<file path="config.mk">
export PLATFORM = sky130hd
export DESIGN_NAME = cartridge_rtc_counter_core
export DESIGN_NICKNAME = d
export VERILOG_FILES = /design/src/design/ctc_pkg.sv /design/src/design/cartridge_rtc_counter_core.sv
export SDC_FILE = /design/constraint.sdc
export NUM_CORES = 1
export LEC_CHECK = 0
export BUFFER_PORTS_ARGS = -buffer_cell sky130_fd_sc_hd__buf_4
export CAP_MARGIN = 25
export CORE_MARGIN = 4
export CORE_UTILIZATION = 24
export DETAILED_ROUTE_END_ITERATION = 6
export PLACE_DENSITY = 0.41
export SLEW_MARGIN = 0
export SYNTH_ARGS = -nofsm -noshare
export SYNTH_HDL_FRONTEND = slang
export SYNTH_SLANG_ARGS = --single-unit
export TNS_END_PERCENT = 30
</file>
<file path="constraint.sdc">
create_clock -name i_clk -period 7.3 [get_ports i_clk]
set_input_delay 0.365 -clock i_clk [delete_from_list [all_inputs] [get_ports i_clk]]
set_output_delay 0.365 -clock i_clk [all_outputs]
set_load 0.05 [all_outputs]
</file>
<file path="src/design/ctc_pkg.sv">
package ctc_pkg;

    localparam int unsigned TICKS_PER_SECOND = 128;
    localparam int unsigned PRESCALE_W =
        (TICKS_PER_SECOND > 2) ? $clog2(TICKS_PER_SECOND) : 1;
    localparam logic [PRESCALE_W-1:0] PRESCALE_LAST = PRESCALE_W'(TICKS_PER_SECOND - 1);

    localparam logic [1:0] FUNC_TICK  = 2'd0;
    localparam logic [1:0] FUNC_READ  = 2'd1;
    localparam logic [1:0] FUNC_WRITE = 2'd2;

    localparam logic [2:0] REG_SEC  = 3'd0;
    localparam logic [2:0] REG_MIN  = 3'd1;
    localparam logic [2:0] REG_HOUR = 3'd2;
    localparam logic [2:0] REG_DAY  = 3'd3;
    localparam logic [2:0] REG_CTRL = 3'd4;

    localparam int unsigned CTRL_DAY8_BIT  = 0;
    localparam int unsigned CTRL_HALT_BIT  = 6;
    localparam int unsigned CTRL_CARRY_BIT = 7;

    localparam logic [8:0] SEC_MOD  = 9'd60;
    localparam logic [8:0] MIN_MOD  = 9'd60;
    localparam logic [8:0] HOUR_MOD = 9'd24;

    localparam logic [7:0] READ_OOR = 8'hFF;

    // (v + 1) mod n for 8-bit v and n in 24..60; restoring subtract, 4 steps
    function automatic logic [7:0] inc_mod(input logic [7:0] v, input logic [8:0] n);
        logic [8:0] s;
        logic [8:0] m;
        s = {1'b0, v} + 9'd1;
        for (int k = 3; k >= 0; k--) begin
            m = n << k;
            if (s >= m) begin
                s = s - m;
            end
        end
        return s[7:0];
    endfunction

endpackage

</file>
<file path="src/design/cartridge_rtc_counter_core.sv">
// Cartridge real-time clock: seconds, minutes, hours, day-low and control
// (bit 0 day bit 8, bit 6 halt, bit 7 sticky day carry). A tick beat advances a
// prescaler unless halted; every TICKS_PER_SECOND ticks the seconds step and
// cascade through minutes, hours and days. Read beats return one byte (0xFF for
// an index above 4); tick and write beats return nothing. Each beat is held in
// the input register and applied from there; a read result then sits in the
// output register. One beat per cycle is sustained while the output side takes
// results.
module cartridge_rtc_counter_core (
    input  logic       i_clk,
    input  logic       i_rst_n,
    input  logic       i_valid,
    output logic       o_ready,
    input  logic [1:0] i_func,
    input  logic [2:0] i_reg_index,
    input  logic [7:0] i_write_data,
    output logic       o_valid,
    input  logic       i_ready,
    output logic [7:0] o_read_data
);
    import ctc_pkg::*;

    logic                  r_in_valid;
    logic [1:0]            r_func;
    logic [2:0]            r_idx;
    logic [7:0]            r_wdata;

    logic [PRESCALE_W-1:0] r_prescale, n_prescale;
    logic [7:0]            r_sec, n_sec;
    logic [7:0]            r_min, n_min;
    logic [7:0]            r_hour, n_hour;
    logic [7:0]            r_day, n_day;
    logic [7:0]            r_ctrl, n_ctrl;

    logic                  r_out_valid;
    logic [7:0]            r_out_data, n_out_data;

    logic                  w_is_read;
    logic                  w_advance;
    logic                  w_fire;
    logic [7:0]            w_sec_inc, w_min_inc, w_hour_inc, w_day_inc, w_ctrl_tog;

    assign w_is_read = (r_func == FUNC_READ);
    assign w_advance = r_in_valid && (!w_is_read || !r_out_valid || i_ready);
    assign o_ready   = !r_in_valid || w_advance;
    assign o_valid   = r_out_valid;
    assign o_read_data = r_out_data;

    assign w_sec_inc  = inc_mod(r_sec, SEC_MOD);
    assign w_min_inc  = inc_mod(r_min, MIN_MOD);
    assign w_hour_inc = inc_mod(r_hour, HOUR_MOD);
    assign w_day_inc  = r_day + 8'd1;
    assign w_ctrl_tog = r_ctrl ^ (8'd1 << CTRL_DAY8_BIT);

    assign w_fire = (r_func == FUNC_TICK) && !r_ctrl[CTRL_HALT_BIT]
                    && (r_prescale == PRESCALE_LAST);

    always_comb begin
        n_prescale = r_prescale;
        n_sec      = r_sec;
        n_min      = r_min;
        n_hour     = r_hour;
        n_day      = r_day;
        n_ctrl     = r_ctrl;
        n_out_data = r_out_data;
        case (r_func)
            FUNC_TICK: begin
                if (!r_ctrl[CTRL_HALT_BIT]) begin
                    n_prescale = w_fire ? '0 : r_prescale + PRESCALE_W'(1);
                end
                if (w_fire) begin
                    n_sec = w_sec_inc;
                    if (w_sec_inc == 8'd0) begin
                        n_min = w_min_inc;
                        if (w_min_inc == 8'd0) begin
                            n_hour = w_hour_inc;
                            if (w_hour_inc == 8'd0) begin
                                n_day = w_day_inc;
                                if (w_day_inc == 8'd0) begin
                                    n_ctrl = w_ctrl_tog;
                                    if (!w_ctrl_tog[CTRL_DAY8_BIT]) begin
                                        n_ctrl[CTRL_CARRY_BIT] = 1'b1;
                                    end
                                end
                            end
                        end
                    end
                end
            end
            FUNC_READ: begin
                case (r_idx)
                    REG_SEC:  n_out_data = r_sec;
                    REG_MIN:  n_out_data = r_min;
                    REG_HOUR: n_out_data = r_hour;
                    REG_DAY:  n_out_data = r_day;
                    REG_CTRL: n_out_data = r_ctrl;
                    default:  n_out_data = READ_OOR;
                endcase
            end
            FUNC_WRITE: begin
                case (r_idx)
                    REG_SEC:  n_sec  = r_wdata;
                    REG_MIN:  n_min  = r_wdata;
                    REG_HOUR: n_hour = r_wdata;
                    REG_DAY:  n_day  = r_wdata;
                    REG_CTRL: n_ctrl = r_wdata;
                    default:  ;
                endcase
            end
            default: ;
        endcase
    end

    always_ff @(posedge i_clk) begin
        if (!i_rst_n) begin
            r_in_valid  <= 1'b0;
            r_out_valid <= 1'b0;
            r_prescale  <= '0;
            r_sec       <= '0;
            r_min       <= '0;
            r_hour      <= '0;
            r_day       <= '0;
            r_ctrl      <= '0;
        end else begin
            if (o_ready) begin
                r_in_valid <= i_valid;
            end
            if (w_advance) begin
                r_prescale <= n_prescale;
                r_sec      <= n_sec;
                r_min      <= n_min;
                r_hour     <= n_hour;
                r_day      <= n_day;
                r_ctrl     <= n_ctrl;
            end
            if (w_advance && w_is_read) begin
                r_out_valid <= 1'b1;
            end else if (i_ready) begin
                r_out_valid <= 1'b0;
            end
        end
    end

    always_ff @(posedge i_clk) begin
        if (o_ready && i_valid) begin
            r_func  <= i_func;
            r_idx   <= i_reg_index;
            r_wdata <= i_write_data;
        end
        if (w_advance && w_is_read) begin
            r_out_data <= n_out_data;
        end
    end

    a_prescale_range: assert property (@(posedge i_clk) disable iff (!i_rst_n)
        r_prescale <= PRESCALE_LAST)
        else $error("prescaler out of range");

    a_halt_holds: assert property (@(posedge i_clk) disable iff (!i_rst_n)
        (w_advance && r_func == FUNC_TICK && r_ctrl[CTRL_HALT_BIT])
        |=> ($stable(r_prescale) && $stable(r_sec) && $stable(r_ctrl)))
        else $error("halted tick changed state");

    a_carry_sticky: assert property (@(posedge i_clk) disable iff (!i_rst_n)
        (r_ctrl[CTRL_CARRY_BIT] && !(w_advance && r_func == FUNC_WRITE && r_idx == REG_CTRL))
        |=> r_ctrl[CTRL_CARRY_BIT])
        else $error("carry cleared without a write");

    a_oor_read: assert property (@(posedge i_clk) disable iff (!i_rst_n)
        (w_advance && w_is_read && r_idx > REG_CTRL) |=> (r_out_valid && r_out_data == READ_OOR))
        else $error("out-of-range read returned wrong data");

    a_no_lost_result: assert property (@(posedge i_clk) disable iff (!i_rst_n)
        (r_out_valid && !i_ready && !w_advance) |=> r_out_valid)
        else $error("pending result dropped");

endmodule

</file>
### Yosys cells after proc, flatten, opt, wreduce, memory -nomap -nowiden

Index checks and enable logic that the tools add are counted.

| cells by class | value |
|---|---|
| multipliers | 0 |
| $lt $le $gt $ge | 12 |
| div/mod/pow operators | 0 |
| add/subtract/negate cells | 17 |
| muxes and demuxes | 42 |
| reduce and logical (&&, ||, !) cells | 29 |
| equal/unequal tests | 18 |
| bitwise gates (word level) | 3 |
| shift-type cells | 0 |

Operators by type and width:

| kind | number |
|---|---|
| $mux 8 | 23 |
| $mux 9 | 9 |
| $pmux 8 s2 | 5 |
| $pmux 8 s5 | 1 |
| $logic_not 8->1 | 4 |
| $add 8x1->9 const B | 3 |
| $ge 9x6->1 const B | 3 |
| $ge 9x7->1 const B | 3 |
| $ge 9x8->1 const B | 3 |
| $sub 9x7->9 const B | 3 |
| $sub 9x8->9 const B | 3 |
| $ge 9x9->1 const B | 2 |
| $sub 9x9->9 const B | 2 |
| $ne 2x1->1 const B | 8 |
| $sub 8x6->8 const B | 2 |
| $ge 9x5->1 const B | 1 |
| $reduce_and 9->1 | 1 |
| $sub 9x6->9 const B | 1 |
| $add 8x1->8 const B | 1 |
| $reduce_and 4->1 | 2 |
| $reduce_and 8->1 | 1 |
| $sub 8x5->8 const B | 1 |
| $add 7x1->7 const B | 1 |
| $eq 7x7->1 const B | 1 |
| 20 further kinds | 37 |

| storage, ports and cells | value |
|---|---|
| register bits | 70 |
| latch bits | 0 |
| word-level logic and storage cells | 135 |
| memories kept | 0 |
| ROM bits | 0 |
| memory bits (writable) | 0 |

### Longest topological paths before layout

Gate-level depths: netlist of run 1.

| logic depth | value |
|---|---|
| depth in word-level cells | 15 |
| depth in mapped cells | 31 |
| mapped depth without buffers | 28 |

### Worst setup path before layout of run 1

Ideal clock, no wire load.

| timing path | value |
|---|---|
| path type | register to register |
| start | reg r_min[0] |
| end | reg r_day[5] |
| cell stages (with the launch flop) | 30 |
| library setup time | 86 ps |
| arrival | 6190 ps |
| setup slack | 1024 ps |
| buffers on the path | 1 |
| cell sequence | dfxtp_1 -> ha_1 -> buf_2 -> nand3_2 -> o21a_1 -> or2_2 -> ha_1 -> and2_1 -> a22oi_1 -> ha_1 -> nand4b_1 -> mux2_2 -> and3_1 -> o21ai_1 -> nand4_1 -> nand2_1 -> xnor2_1 -> ha_1 -> nand2_1 -> nor2_1 -> o311a_1 -> nor3_1 -> a31oi_1 -> o21ai_0 -> xnor2_1 -> o32a_1 -> or4b_4 -> o31ai_4 -> o21ai_2 -> a221oi_2 |

| on the way | value |
|---|---|
| word-level cells in the longest chain between the ends | 12 |
| elaborated cells on any way between the ends | 16 |
| those cells by class | add/sub: 5; order compare: 4; eq/ne: 1; mux: 4; reduce/logical: 2 |

RTL lines:

| element | line | text |
|---|---|---|
| start: declaration | cartridge_rtc_counter_core.sv:30 | `logic [7:0] r_min, n_min;` |
| start signal: assignment | cartridge_rtc_counter_core.sv:131 | `r_min <= n_min;` |
| $add 8x1->9 * | ctc_pkg.sv:32 | `s = {1'b0, v} + 9'd1;` |
| $sub 9x9->9 / $ge 9x9->1 (equally long branches) | ctc_pkg.sv:36, ctc_pkg.sv:35 |  |
| $mux 9 * | ctc_pkg.sv:35 | `if (s >= m) begin` |
| $sub 9x8->9 / $ge 9x8->1 (equally long branches) | ctc_pkg.sv:36, ctc_pkg.sv:35 |  |
| $mux 9 * | ctc_pkg.sv:35 |  |
| $sub 9x7->9 / $ge 9x7->1 (equally long branches) | ctc_pkg.sv:36, ctc_pkg.sv:35 |  |
| $mux 9 * | ctc_pkg.sv:35 |  |
| $sub 8x6->8 / $ge 9x6->1 (equally long branches) | ctc_pkg.sv:36, ctc_pkg.sv:35 |  |
| $mux 8 * | ctc_pkg.sv:35 |  |
| $logic_not 8->1 * | cartridge_rtc_counter_core.sv:75 | `if (w_min_inc == 8'd0) begin` |
| $ne 2x1->1 (no line) * | -- |  |
| $reduce_and 7->1 (no line) * | -- |  |
| end signal: assignment | cartridge_rtc_counter_core.sv:133 | `r_day <= n_day;` |
| end: declaration | cartridge_rtc_counter_core.sv:32 | `logic [7:0] r_day, n_day;` |

Mark *: on every way between the ends. The rest lies on a longest branch, timed or not.
A chain may end at the register's enable or synchronous reset.

### Worst setup path in the final report of run 1

| timing path | value |
|---|---|
| start | reg r_min[0] |
| end | reg r_day[6] |

Same word-level chain as after synthesis.

==> reports/results.txt, run 1 <==
Psw = 266 µW
Hold Slack = 192 ps
Synth Area per Inst = 7.63 µm²
Starting Density = 24.3%
Reg power frac = 44.8%
Worst rel slew slack = 38.4%
Proportion of netlist area held by the largest area contributor = 15.1%
Antenna diode instance count = 0
Int Power = 693 µW
YS warnings = 0
CTS Sinks = 70
Tmin final = 6640 ps
Worst VDD drop = 0.108 mV
FF-to-FF Start = r_min[0]
Crit Path Class = reg -> reg
Share of layout cells above drive strength 1 = 11.9%
Final HPWL DP = 16000 µm
DR iter-0 viols = 519
Area leader, netlist = dfxtp_1
Worst-path clk slew = 60 ps
Post-CTS sizing = 0
Final setup fails = 0
Cell variety after synth = 93
PortBufs = 26
Vias in the first global route = 6166
Final GP Congestion = 0.798
Largest cells by area after synthesis = dfxtp_1 15%, edfxtp_1 9.7%, nor2_1 4.7%
Critical Path Start Type = register
Root Buffer = clkbuf_16
Global-route wire length before repair = 34500 µm
TritonCTS Buffers = 9
Pin count of the biggest net entering global routing = 32
Worst path max stage delay = 590 ps
Final WL = 21200 µm
Synthesis-stage register bit count = 70
Worst-case clock buffer depth = 2
MaxCap Viol Count = 0
Die Y = 173 µm
P per Cell Area = 129 nW/µm²
RR Endpoint = r_day[6]
Peak Freq = 151 MHz
Hold Vio Cnt, Final = 0
Final Cycle Share = 90.9%
Clk pwr share = 44.0%
Total GRT Usage = 14.0%
Worst hold path class = in -> reg
Most common cell in the netlist = nor2_1
Post-synth EDFFs = 21
Fin util = 27.7%
Async SR Flop Fraction = 0%
Worst Path Max Fanout = 10
DR DRC count = 0
Post-Synthesis Cells = 854
TritonRoute pass-1 iters = 5
# Post-CTS Setup Buffers = 0
Hold Path Sink = r_func[1]
Via density = 5.28
Status = complete, no violations
IO Count = 27
Antenna viol nets, final = 0
Synth Cell Area = 6510 µm²
Worst Min Path Start = i_func[1]
Ys flop type = dfxtp_1
Die area = 29800 µm²
CP Capture Type = register
Slew @ Worst Pin = 921 ps
Register area share after synthesis = 24.7%
Reg2reg setup slack = 660 ps
RSZ-0062 raised after global routing = no
H-tree depth = 3
Die X = 173 µm
CORE AREA = 26800 µm²
Grt total ovfl = 0
Slew Viols, Final = 0
# rows = 60
Slowest-stage cell, CP = or4b_4
Nets = 903
Clock Latency Late Sink = 340 ps
Hold Crit Depth = 1
Routed wire length per instance = 17.5 µm
Fill cells = 2907
Clock tree from TritonCTS = built
# hold bufs at CTS = 0
Routed via count = 6411
Syn-to-layout area delta = 14.1%
Post-synth top cells = 81 x nor2_1, 77 x nand2_1, 60 x a21oi_1, 49 x dfxtp_1, 42 x o21ai_0
Leakage dissipation = 0.00273 µW
Reg2Reg Depth = 29
Setup Total Neg Slack = 0 ps
Worst clock skew = 12.5 ps
Comb pwr share = 11.2%
Sw frac = 27.7%
Initial antenna violation count = 0
Worst EP arrival = 6850 ps
Critical path required time = 7510 ps
-- layout by cell type, fill, tap and decap left out, drive strengths merged, types with 5 or more instances in the layout --
cell / netlist / routed
a211oi: 15 / 15
a21o: 10 / 10
a21oi: 60 / 60
a22oi: 7 / 7
a31oi: 18 / 18
and2: 18 / 18
and3: 15 / 15
and4: 6 / 6
buf: 26 / 55
clkbuf: 27 / 11
dfxtp: 49 / 49
edfxtp: 21 / 21
ha: 18 / 18
inv: 26 / 28
mux2: 7 / 7
mux2i: 23 / 23
nand2: 78 / 78
nand2b: 12 / 12
nand3: 41 / 41
nand4: 12 / 12
nor2: 82 / 82
nor2b: 7 / 7
nor3: 27 / 27
nor3b: 8 / 8
o211a: 5 / 5
o211ai: 11 / 11
o21a: 7 / 7
o21ai: 47 / 47
o22ai: 10 / 10
o311ai: 6 / 6
o31ai: 9 / 9
or2: 10 / 10
or3: 13 / 13
or4: 6 / 6
xnor2: 24 / 24
xor2: 16 / 16
-- state kept, by name (all words and copies together) (netlist names) --
name / cells
r_wdata: 8
r_sec: 8
r_ctrl: 8
o_read_data: 8
r_prescale: 7
r_day: 8
r_min: 8
r_hour: 8
r_func: 2
r_in_valid: 1
o_valid: 1
r_idx: 3
-- metal layers --
| layer | GRT usage [%] | share of wire, % | vias to the layer above |
|---|---|---|---|
| met5 | 0 | 0 | - |
| met4 | 2.76 | 0.98 | 0 |
| met3 | 1.73 | 2.3 | 13 |
| met2 | 22.4 | 45 | 97 |
| met1 | 20.3 | 51 | 3068 |
| li1 | - | - | 3233 |
-- layout make-up --
cell class	instances	area (µm²)	share of cell area, %
clock buffer	11	243	3.27
multi-input combinational	706	4580	61.6
timing repair buffer	55	438	5.89
clock inverter	5	41.3	0.555
sequential	70	1610	21.7
tap	341	427	5.74
inverter	26	97.6	1.31
-- cell families after synthesis --
group / Yosys count / synth area share [%]
AND/OR/NAND/NOR: 351 / 27.9
AO/OA/AOI/OAI: 265 / 28.5
buffers and inverters: 79 / 5.11
flip-flops: 70 / 24.7
XOR/XNOR: 40 / 5.49
multiplexers: 30 / 4.74
adder cells (fa/ha/maj): 18 / 3.46
other: 1 / 0.0576
-- power groups by stage --
stage	clock network, µW	registers (µW)	logic, µW
5_1_grt	454	431	119
6_report	422	430	107
3_5_place_dp	0	438	108
2_1_floorplan	0	429	74.8
4_1_cts	436	429	108
3_3_place_gp	0	438	108
-- worst max path at each step --
stage	depth (start not counted)	startpoint	endpoint
2_1_floorplan	29	r_min[0]	r_day[5]
3_3_place_gp	29	r_min[0]	r_day[5]
3_5_place_dp	29	r_min[0]	r_day[6]
4_1_cts	29	r_min[0]	r_day[6]
5_1_grt	29	r_min[0]	r_day[5]
6_report	29	r_min[0]	r_day[6]
-- through the flow --
| step | worst slack, ps | instances | total power (µW) | cell area (µm²) |
|---|---|---|---|---|
| after global placement | 835 | 1198 | 546 | 7150 |
| final | 664 | 1214 | 959 | 7430 |
| after CTS | 713 | 1214 | 973 | 7430 |
| after detailed placement | 764 | 1198 | 545 | 7150 |
| after floorplan | 1020 | 855 | 504 | 6520 |
| after global routing | 78.8 | 1214 | 1000 | 7430 |
-- critical path: cells and delay by family, from the launching register on --
family | cells | cell delay (ps)
adders and majority gates | 4 | 1040
and+or+nand+nor | 12 | 2290
xor gates and xnor gates | 2 | 330
buffers and inverters | 1 | 170
DFF | 1 | 520
AOI/OAI and AO/OA | 9 | 1950
muxes | 1 | 190
(Power assumes the default switching activity.)
==> run 2: changes to the inputs <==
- ABC_AREA: default -> 1
==> run 2 against run 1 <==
  * Combinational power up 22%
  * Critical endpoint is now r_hour[6]
  * Highest routed layer unchanged
  * Routed wire length shrank 25%
  * Design area down 13%
==> reports/results.txt, run 2 <==
Share of layout cells above drive strength 1 = 15.6% (+3.7 points)
PortBufs = 26 (unchanged)
Sequential Area = 1610 µm² (unchanged)
Nets = 906 (+0.33%)
Syn-to-layout area delta = 14.2% (about the same)
Die Y = 162 µm (-6.5%)
Final setup fails = 0 (unchanged)
TritonCTS Buffers = 9 (unchanged)
Crit. Startpoint = r_sec[1]
Critical path required time = 7570 ps (+60 ps)
Clock tree from TritonCTS = built
Routed via count = 5266 (-18%)
DR iter-0 viols = 332 (-36%)
Via density = 4.43 (-16%)
Cell variety after synth = 45 (-52%)
FF-to-FF Start = r_sec[1]
RR Endpoint = r_hour[6]
Worst hold path class = in -> reg
H-tree depth = 3 (unchanged)
Final HPWL DP = 12400 µm (-22%)
Post-synth top cells = 211 x nand2_1, 111 x inv_1, 92 x nor2_1, 65 x nand3_1, 49 x dfxtp_1
Worst Path Max Fanout = 11 (+1)
Root Buffer = clkbuf_16
CTS Sinks = 70 (unchanged)
Worst path max stage delay = 440 ps (-150 ps)
Hold Crit Depth = 1 (unchanged)
Worst clock skew = 9.94 ps (-2.58 ps)
P per Cell Area = 155 nW/µm² (+20%)
Proportion of netlist area held by the largest area contributor = 17.3% (+2.3 points)
Antenna viol nets, final = 0 (unchanged)
Synth Cell Area = 5660 µm² (-13%)
Clock Latency Late Sink = 340 ps (about the same)
Worst rel slew slack = 37.7% (-0.62 points)
Crit Path Class = reg -> reg
Synth Area per Inst = 6.68 µm² (-12%)
TritonRoute pass-1 iters = 4 (-1)
Antenna diode instance count = 0 (unchanged)
Die X = 162 µm (-6.5%)
Critical Path Start Type = register
Leakage dissipation = 0.00293 µW (+7.6%)
Final WL = 15900 µm (-25%)
Commonest non-fill, non-tap cell in the layout = nand2_1
Reg2reg setup slack = 2600 ps (+1930 ps)
Final GP Congestion = 0.828 (+3.8%)
Register area share after synthesis = 28.5% (+3.7 points)
Total GRT Usage = 12.4% (-1.5 points)
Slew @ Worst Pin = 927 ps (+5.63 ps)
Grt total ovfl = 0 (unchanged)
Slew Viols, Final = 0 (unchanged)
Post-synth EDFFs = 21 (unchanged)
Hold Vio Cnt, Final = 0 (unchanged)
CORE AREA = 22900 µm² (-14%)
Die area = 26100 µm² (-13%)
Tmin final = 4700 ps (-1930 ps)
MaxCap Viol Count = 0 (unchanged)
Worst EP arrival = 4970 ps (-1880 ps)
Peak Freq = 213 MHz (+41%)
Async SR Flop Fraction = 0% (unchanged)
Post-CTS sizing = 0 (unchanged)
CP Capture Type = register
# rows = 55 (-8.3%)
Ys flop type = dfxtp_1
Fin util = 28.2% (+0.47 points)
# Post-CTS Setup Buffers = 0 (unchanged)
DR DRC count = 0 (unchanged)
Final Worst Setup Slack = 2600 ps (+1930 ps)
Status = complete, no violations
Fill cells = 2543 (-13%)
IO Count = 27 (unchanged)
Multi-input gate area = 3500 µm² (-23%)
Synthesis-stage register bit count = 70 (unchanged)
Final Cycle Share = 64.4% (-26 points)
Setup WS pre-CTS = 2610 ps (+1840 ps)
Routed wire length per instance = 13.4 µm (-23%)
Worst-path clk slew = 70 ps (about the same)
Area leader, netlist = dfxtp_1
RSZ-0062 raised after global routing = no
Setup Total Neg Slack = 0 ps (unchanged)
Worst VDD drop = 0.139 mV (+29%)
Pin count of the biggest net entering global routing = 39 (+22%)
Most common cell in the netlist = nand2_1
Setup crit end = r_hour[6]
Commonest non-fill, non-tap cells in the layout = 211 x nand2_1, 111 x inv_1, 92 x nor2_1, 65 x nand3_1, 49 x dfxtp_1
Initial antenna violation count = 0 (unchanged)
# hold bufs at CTS = 0 (unchanged)
YS warnings = 0 (unchanged)
Worst-case clock buffer depth = 2 (unchanged)
Post-Synthesis Cells = 848 (-0.70%)
Largest cells by area after synthesis = dfxtp_1 17%, nand2_1 14%, edfxtp_1 11%
Reg2Reg Depth = 31 (+6.9%)
Starting Density = 24.7% (+0.40 points)
Vias in the first global route = 5035 (-18%)
Slowest-stage cell, CP = dfxtp_1
Global-route wire length before repair = 26300 µm (-24%)
Post-synthesis net count = 883
==> run 2: cell count changes after synthesis, moves of 23 or more <==
cell / change
a21oi_1: -37
nand3_1: +27
xnor2_1: -23
nand2_2: +30
nand2_1: +134
inv_1: +85
mux2i_1: -23
==> run 2: worst min path at each step <==
stage / from / to / slack (ps)
CTS: i_write_data[5] / r_wdata[5] / 180
finish: i_write_data[5] / r_wdata[5] / 200
detailed placement: r_prescale[6] / r_prescale[6] / 460
global placement: r_prescale[6] / r_prescale[6] / 450
global route: i_func[0] / r_func[0] / 180
floorplan: r_prescale[6] / r_prescale[6] / 430
==> run 2: power by group <==
| group | leakage, µW | total (µW) | internal, µW | switching (µW) |
|---|---|---|---|---|
| sequential | 0.000597 | 421 | 411 | 9.44 |
| combinational | 0.00219 | 131 | 41.3 | 89.8 |
| clock | 0.000147 | 451 | 269 | 182 |
==> run 2: logic make-up after synthesis <==
family / synth area share (%)
flip-flops: 28.5
AND/OR/NAND/NOR: 43.3
XOR/XNOR: 3.71
buffers and inverters: 9.66
AO/OA/AOI/OAI: 10.9
adder cells (fa/ha/maj): 3.98
==> run 2: cell type report <==
| class | count | share of cell area [%] |
|---|---|---|
| clock buffers | 9 | 3.48 |
| clock inverters | 7 | 1.22 |
| inverters | 120 | 6.97 |
| multi-input cells | 643 | 54.2 |
| flip-flops and latches | 70 | 24.9 |
| well taps | 313 | 6.06 |
| repair buffers | 27 | 3.14 |
==> run 2: routing by layer <==
| layer | vias up | part of all wire [%] | wire length [µm] | track usage [%] |
|---|---|---|---|---|
| li1 | 2834 | - | - | - |
| met1 | 2346 | 52 | 8360 | 18.1 |
| met2 | 76 | 43 | 6870 | 19.3 |
| met3 | 10 | 3.7 | 593 | 2.37 |
| met4 | 0 | 0.77 | 122 | 2.37 |
| met5 | - | 0 | 0 | 0 |
==> run 2: per-stage QoR <==
step	hold WS [ps]	cells	power, µW	area, µm²
floorplan	435	848	521	5660
global placement	451	1173	563	6160
detailed placement	464	1173	561	6160
CTS	183	1189	1020	6460
global route	177	1189	1050	6460
finish	199	1189	1000	6460
==> run 2: worst max-delay path: cells and delay by family (launching register included) <==
family / cells / cell delay [ps]
AO/OA/AOI/OAI: 1 / 100
adder cells (fa/ha/maj): 4 / 960
buffers and inverters: 3 / 130
flip-flops: 1 / 440
AND/OR/NAND/NOR: 23 / 2990
